File: config.mk
export PLATFORM = sky130hd
export DESIGN_NAME = sorted_priority_queue_core
export DESIGN_NICKNAME = d
export VERILOG_FILES = /design/src/rtl/core/spq_pkg.sv /design/src/rtl/core/spq_cell.sv /design/src/rtl/core/sorted_priority_queue_core.sv
export SDC_FILE = /design/constraint.sdc
export NUM_CORES = 2
export LEC_CHECK = 0
export ABC_AREA = 1
export BUFFER_PORTS_ARGS = -buffer_cell sky130_fd_sc_hd__buf_4
export CORE_UTILIZATION = 55
export CTS_BUF_LIST = sky130_fd_sc_hd__clkbuf_2 sky130_fd_sc_hd__clkbuf_4 sky130_fd_sc_hd__clkbuf_8
export DETAILED_ROUTE_END_ITERATION = 10
export PLACE_DENSITY_LB_ADDON = 0.2
export SYNTH_ARGS = -nofsm -noshare
export SYNTH_HDL_FRONTEND = slang
export SYNTH_SLANG_ARGS = --single-unit
File: constraint.sdc
create_clock -name clock -period 5.4 [get_ports clock]
set_input_delay 0 -clock clock [delete_from_list [all_inputs] [get_ports clock]]
set_output_delay 0 -clock clock [all_outputs]
set_load 0.02 [all_outputs]
File: src/rtl/core/spq_pkg.sv
// Shared constants, codes and types of the sorted priority queue.
`default_nettype none
package spq_pkg;

   localparam int DEPTH   = 16;
   localparam int VALUE_W = 32;
   localparam int COUNT_W = $clog2(DEPTH + 1);
   localparam int IDX_W   = $clog2(DEPTH);
   localparam int REQ_W   = 3;
   localparam int STAT_W  = 2;

   localparam logic [REQ_W-1:0] REQ_INSERT      = 3'd0;
   localparam logic [REQ_W-1:0] REQ_READ_HEAD   = 3'd1;
   localparam logic [REQ_W-1:0] REQ_REMOVE_HEAD = 3'd2;
   localparam logic [REQ_W-1:0] REQ_READ_TAIL   = 3'd3;
   localparam logic [REQ_W-1:0] REQ_CLEAR       = 3'd4;

   localparam logic [STAT_W-1:0] ST_OK    = 2'd0;
   localparam logic [STAT_W-1:0] ST_EMPTY = 2'd1;
   localparam logic [STAT_W-1:0] ST_FULL  = 2'd2;

   typedef logic signed [VALUE_W-1:0] spq_value_type;

   typedef struct packed {
      logic insert;
      logic shift;
   } spq_ctrl_type;

endpackage
`default_nettype wire

File: src/rtl/core/spq_cell.sv
// One slot of the sorted chain: holds a value and moves it to or from its neighbours.
`default_nettype none
module spq_cell
   import spq_pkg::*;
(
   input  wire logic          clock,
   input  wire spq_ctrl_type  ctrl,
   input  wire spq_value_type new_value,
   input  wire spq_value_type left_value,
   input  wire logic          left_keep,
   input  wire spq_value_type right_value,
   input  wire logic          occupied,
   output spq_value_type      cell_value,
   output logic               keep
);

   spq_value_type value_ff;
   spq_value_type value_in;

   // A slot keeps its value on insert when it is occupied and not smaller than the new item.
   assign keep       = occupied && (value_ff >= new_value);
   assign cell_value = value_ff;

   always_comb begin
      value_in = value_ff;
      if (ctrl.insert && !keep) begin
         value_in = left_keep ? new_value : left_value;
      end else if (ctrl.shift) begin
         value_in = right_value;
      end
   end

   always_ff @(posedge clock) begin
      value_ff <= value_in;
   end

endmodule
`default_nettype wire

File: src/rtl/core/sorted_priority_queue_core.sv
// Top level of the sorted priority queue: a chain of slots plus fill count and result registers.
//
//  channel   ports                                   handshake
//  request   req_type, req_value_in                  start high while busy low
//  result    rsp_value_out, rsp_status, rsp_count_out rsp_valid high for one cycle
//
// Each item takes one cycle; a new item may be taken in every cycle after reset.
// The result appears in the cycle after the item is taken and is held for one cycle.
// All slots compare against the new value in parallel, so an insert settles in one cycle.
// Reset clears the fill count and result strobe; busy is high while reset is held and for the
// first cycle after it, and never otherwise.
// The receiver cannot stall results.
`default_nettype none
module sorted_priority_queue_core
   import spq_pkg::*;
(
   input  wire logic                       clock,
   input  wire logic                       reset,
   input  wire logic                       start,
   output logic                            busy,
   input  wire logic        [REQ_W-1:0]    req_type,
   input  wire logic signed [VALUE_W-1:0]  req_value_in,
   output logic                            rsp_valid,
   output logic signed [VALUE_W-1:0]       rsp_value_out,
   output logic        [STAT_W-1:0]        rsp_status,
   output logic        [4:0]               rsp_count_out
);

   logic                busy_ff;
   logic [COUNT_W-1:0]  fill_count_ff;
   logic [COUNT_W-1:0]  fill_count_in;
   logic                rsp_valid_ff;
   spq_value_type       rsp_value_ff;
   spq_value_type       rsp_value_in;
   logic [STAT_W-1:0]   rsp_status_ff;
   logic [STAT_W-1:0]   rsp_status_in;

   logic                accept;
   logic                full;
   logic                empty;
   logic [IDX_W-1:0]    tail_idx;
   spq_ctrl_type        ctrl;
   spq_value_type       cell_value [DEPTH];
   logic [DEPTH-1:0]    keep;
   logic [DEPTH-1:0]    occupied;

   assign accept   = start && !busy_ff;
   assign full     = (fill_count_ff == COUNT_W'(DEPTH));
   assign empty    = (fill_count_ff == '0);
   assign tail_idx = IDX_W'(fill_count_ff - COUNT_W'(1));

   assign ctrl.insert = accept && (req_type == REQ_INSERT) && !full;
   assign ctrl.shift  = accept && (req_type == REQ_REMOVE_HEAD) && !empty;

   for (genvar i = 0; i < DEPTH; i++) begin : g_cell
      spq_value_type left_value;
      spq_value_type right_value;
      logic          left_keep;

      assign occupied[i] = (COUNT_W'(i) < fill_count_ff);

      if (i == 0) begin : g_head
         assign left_value = cell_value[0];
         assign left_keep  = 1'b1;
      end else begin : g_body
         assign left_value = cell_value[i-1];
         assign left_keep  = keep[i-1];
      end

      if (i == DEPTH - 1) begin : g_tail
         assign right_value = cell_value[i];
      end else begin : g_inner
         assign right_value = cell_value[i+1];
      end

      spq_cell u_cell (
         .clock       (clock),
         .ctrl        (ctrl),
         .new_value   (req_value_in),
         .left_value  (left_value),
         .left_keep   (left_keep),
         .right_value (right_value),
         .occupied    (occupied[i]),
         .cell_value  (cell_value[i]),
         .keep        (keep[i])
      );
   end

   always_comb begin
      fill_count_in = fill_count_ff;
      rsp_value_in  = '0;
      rsp_status_in = ST_OK;
      case (req_type)
         REQ_INSERT: begin
            if (full) begin
               rsp_status_in = ST_FULL;
            end else begin
               fill_count_in = fill_count_ff + COUNT_W'(1);
            end
         end
         REQ_READ_HEAD, REQ_REMOVE_HEAD: begin
            if (empty) begin
               rsp_status_in = ST_EMPTY;
            end else begin
               rsp_value_in = cell_value[0];
               if (req_type == REQ_REMOVE_HEAD) begin
                  fill_count_in = fill_count_ff - COUNT_W'(1);
               end
            end
         end
         REQ_READ_TAIL: begin
            if (empty) begin
               rsp_status_in = ST_EMPTY;
            end else begin
               rsp_value_in = cell_value[tail_idx];
            end
         end
         REQ_CLEAR: begin
            fill_count_in = '0;
         end
         default: begin
         end
      endcase
   end

   always_ff @(posedge clock) begin
      if (reset) begin
         busy_ff       <= 1'b1;
         fill_count_ff <= '0;
         rsp_valid_ff  <= 1'b0;
      end else begin
         busy_ff      <= 1'b0;
         rsp_valid_ff <= accept;
         if (accept) begin
            fill_count_ff <= fill_count_in;
         end
      end
   end

   always_ff @(posedge clock) begin
      if (accept) begin
         rsp_value_ff  <= rsp_value_in;
         rsp_status_ff <= rsp_status_in;
      end
   end

   assign busy          = busy_ff;
   assign rsp_valid     = rsp_valid_ff;
   assign rsp_value_out = rsp_value_ff;
   assign rsp_status    = rsp_status_ff;
   assign rsp_count_out = 5'(fill_count_ff);

`ifndef SYNTHESIS
   a_result_follows_item: assert property (@(posedge clock) disable iff (reset)
      accept |=> rsp_valid_ff)
      else $error("accepted item produced no result");

   a_count_bounded: assert property (@(posedge clock) disable iff (reset)
      fill_count_ff <= COUNT_W'(DEPTH))
      else $error("fill count exceeds queue depth");

   a_full_reports_depth: assert property (@(posedge clock) disable iff (reset)
      (rsp_valid_ff && rsp_status_ff == ST_FULL) |-> (fill_count_ff == COUNT_W'(DEPTH)))
      else $error("full status reported while queue not full");

   a_head_ordered: assert property (@(posedge clock) disable iff (reset)
      (fill_count_ff >= COUNT_W'(2)) |-> (cell_value[0] >= cell_value[1]))
      else $error("head item smaller than its successor");
`endif

endmodule
`default_nettype wire

==> reports/qor.log <==
[synthesis] Net Count, Synth 7169
[power] peak ir drop on the vdd network 0.1881 mV
[clock_tree] CTS sink cnt 553
[sta] setup repair after global routing missed its margin no
[setup_path] classification of the worst setup path flip-flop to flip-flop
[die] Initial Util 0.5582
[sta] final setup slack of the worst path 1383 ps
[global_route] number of global-route vias before repair 43007
[sta] Worst Tran Pin Value 1119 ps
[route] number of vias per cell after detailed routing 5.926
[synthesis] area share of the largest cell type after synthesis 0.3499
[clock_tree] Clock Path Buffers 3
[power] leakage power 24.53 nW
[global_route] wire length of the first global-routing pass 250900 um
[synthesis] post-synthesis cell type with the largest combined area sky130_fd_sc_hd__edfxtp_1
[setup_path] family with the most delay on the worst path buffers and inverters
[route] antenna-violating nets left 0
[synthesis] cell area after synthesis 46860 um^2
[min_path] Worst Hold Class primary input to flip-flop
[global_route] Total GRT Usage 0.3705
[sta] worst slew margin relative to its limit 0.2485
[min_path] Hold Startpoint reset
[clock_tree] Reg clk slew, reported paths 60 ps
[die] DIE WIDTH 293.9 um
[place] weighted congestion reported at the end of routability-driven placement 0.9440
[synthesis] number of enable flip-flop cells after synthesis 546
[route] vias after detailed routing 46356
[global_route] initial antenna violation count 2
[setup_path] sort of element at the start of the critical path flip-flop
[die] total number of placement rows 106
[synthesis] Ys Warns 0
[setup_path] Critical Path Max Stage Delay 590 ps
[setup_path] top fanout value on the critical path 34
[sta] f_max 249.0 MHz
[setup_path] Required @ worst endpoint 6050 ps
[power] Power, Total 11.28 mW
[finish] number of non-filler instances in the completed layout 7823
[route] routed length per placed instance 20.80 um
[power] power density over the cells 222.2 nW/um^2
[synthesis] post-synthesis average cell area 7.084 um^2
[route] 1st-pass router iterations 7
[setup_path] type of destination of the critical path flip-flop
[finish] area grow syn2layout 8.387%
[sta] final worst clock skew 28.32 ps
[place] post-DP HPWL 120200 um
[synthesis] top post-synthesis cells by count 2883 x sky130_fd_sc_hd__nand2_1, 720 x sky130_fd_sc_hd__nand3_1, 546 x sky130_fd_sc_hd__edfxtp_1
[setup_path] arrival time of data at the critical path endpoint 4660 ps
[synthesis] most area-consuming cells after synthesis sky130_fd_sc_hd__edfxtp_1 35%, sky130_fd_sc_hd__nand2_1 23%, sky130_fd_sc_hd__ha_1 14%
[setup_path] launch instance of the worst register-to-register path rsp_count_out[4]
[setup_path] most frequent cell on the critical path sky130_fd_sc_hd__inv_2
[place] total placed cells including tap cells 7586
[synthesis] flip-flop and latch count after synthesis 553
[route] DRC 0
[job] # Max-Cap Violations 0
[clock_tree] number of setup buffers added after CTS 0
[place] Placement Cell Area 48380 um^2
[place] pre-CTS WS 1372 ps
[sta] count of final setup violators 0
[global_route] global route overflow 0
[sta] Hold Violations, Final 0
[sta] max-slew violations 0
[synthesis] Netlist cell types 44
[clock_tree] Root Buffer Master sky130_fd_sc_hd__clkbuf_8
[clock_tree] H-tree levels 3
[synthesis] cell with the most instances after synthesis sky130_fd_sc_hd__nand2_1
[route] number of DRC violations after detailed-routing iteration 0 5382
[setup_path] count of buffer and inverter cells on the critical path 7
[clock_tree] TritonCTS clock tree built
[die] height of the chip 293.9 um
[clock_tree] clock insertion delay at the later pin of the skew report 770 ps
[finish] final design instance area without fill 50790 um^2
[synthesis] main flop type after synthesis sky130_fd_sc_hd__edfxtp_1
[clock_tree] TritonCTS buffer count 105
[global_route] pin count of the biggest net entering global routing 149
[finish] layout cell share with drive strength beyond 1 0.06774
[synthesis] Gate Count Post-Synth 6615
[die] number of top-level design ports 79
[die] area of the core region 83950 um^2
[sta] final-layout setup total negative slack 0 ps
[status] run status finished clean
[route] routed wire length 162700 um
[sta] post-route clock period utilization 0.7438
[sta] post-route minimum period 4017 ps
[synthesis] portion of the post-synthesis area used by sequential elements 0.3529
[sta] worst hold-check slack 96.08 ps
[synthesis] share of async-settable or async-resettable flops after synthesis 0
[place] port bufs 78
[setup_path] CP Cell Sequence nor2_2 -> inv_2 -> nor2_2 -> inv_2 -> nor2_2 -> inv_2 -> nand3_2 -> buf_4 -> o21ai_0 -> nand2_1 -> dlygate4sd3_1 -> inv_2 -> o21ai_0 -> a21oi_1 -> dlygate4sd3_1
[die] area enclosed by the die boundary 86370 um^2
[setup_path] highest-delay cell along the critical path sky130_fd_sc_hd__dlygate4sd3_1
[setup_path] beginning of the critical path rsp_count_out[4]
[finish] number of nets in the finished design 7157
[finish] Final Util 0.6050
==> flip-flops by register name, indices dropped and copies added (netlist names) <==
name / count
g_cell.u_cell.cell_value: 512
rsp_value_out: 32
busy: 1
rsp_count_out: 5
rsp_status: 2
rsp_valid: 1
==> path summary, 6_finish.rpt <==
path | cells past startpoint | endpoint | slack [ps]
hold / removal | 5 | rsp_count_out[4] | 100
setup reg to reg | 15 | rsp_count_out[3] | 1380
hold reg to reg | 2 | g_cell[13].u_cell.cell_value[0] | 570
setup / recovery | 15 | rsp_count_out[3] | 1380
==> cell families after synthesis <==
kind of cell / Yosys count / synth area share
simple gates: 3987 / 0.3463
compound gates: 858 / 0.1008
fa+ha+maj: 516 / 0.1378
buf+inv: 698 / 0.06146
xor+xnor: 3 / 0.0007211
flops: 553 / 0.3529
==> report_power, final <==
part / internal [mW] / total [mW] / switching, mW / leakage, nW
sequential: 4.78 / 4.86 / 0.0773 / 5.02
clock: 2.08 / 4.10 / 2.02 / 1.04
combinational: 0.663 / 2.33 / 1.66 / 18.5
==> cell usage in the layout, fill, tap and decap left out, drive strengths merged, types with 7 or more instances in the layout <==
cell type,count
nand3,730
inv,320
clkinv,50
o32ai,31
nand4,52
o21a,31
dfxtp,7
o211ai,36
o21ai,334
buf,215
clkbuf,137
a21oi,360
ha,516
nand2,2903
o22ai,30
edfxtp,546
a21o,22
dlygate4sd3,44
nor2,281
nor3,10
==> tightest hold or removal path, cell delays in order <==
cell,delay (ps)
sky130_fd_sc_hd__dlygate4sd3_1,530
sky130_fd_sc_hd__buf_4,110
sky130_fd_sc_hd__inv_1,60
sky130_fd_sc_hd__o21ai_0,70
sky130_fd_sc_hd__a21oi_1,40
==> cell type report <==
class	instances	area [um^2]
diodes	2	5.005
multi-input cells	5364	27510
clock buffers	137	1692
flip-flops and latches	553	16540
well taps	1134	1419
inverters	320	1211
clock inverters	54	271.5
repair buffers	259	2142
fillers	8005	33160
==> metal layers <==
metal	track usage	share of wire
met5	0	0
met4	0.1489	0.036
met3	0.05763	0.10
met2	0.5905	0.45
met1	0.5023	0.42
==> repair_timing <==
item                                   4_1_cts  5_1_grt
endpoints found under the hold margin      395        0
gates resized for setup                      0        0
hold buffers                                44        0
Power figures use the tool's default switching activity.
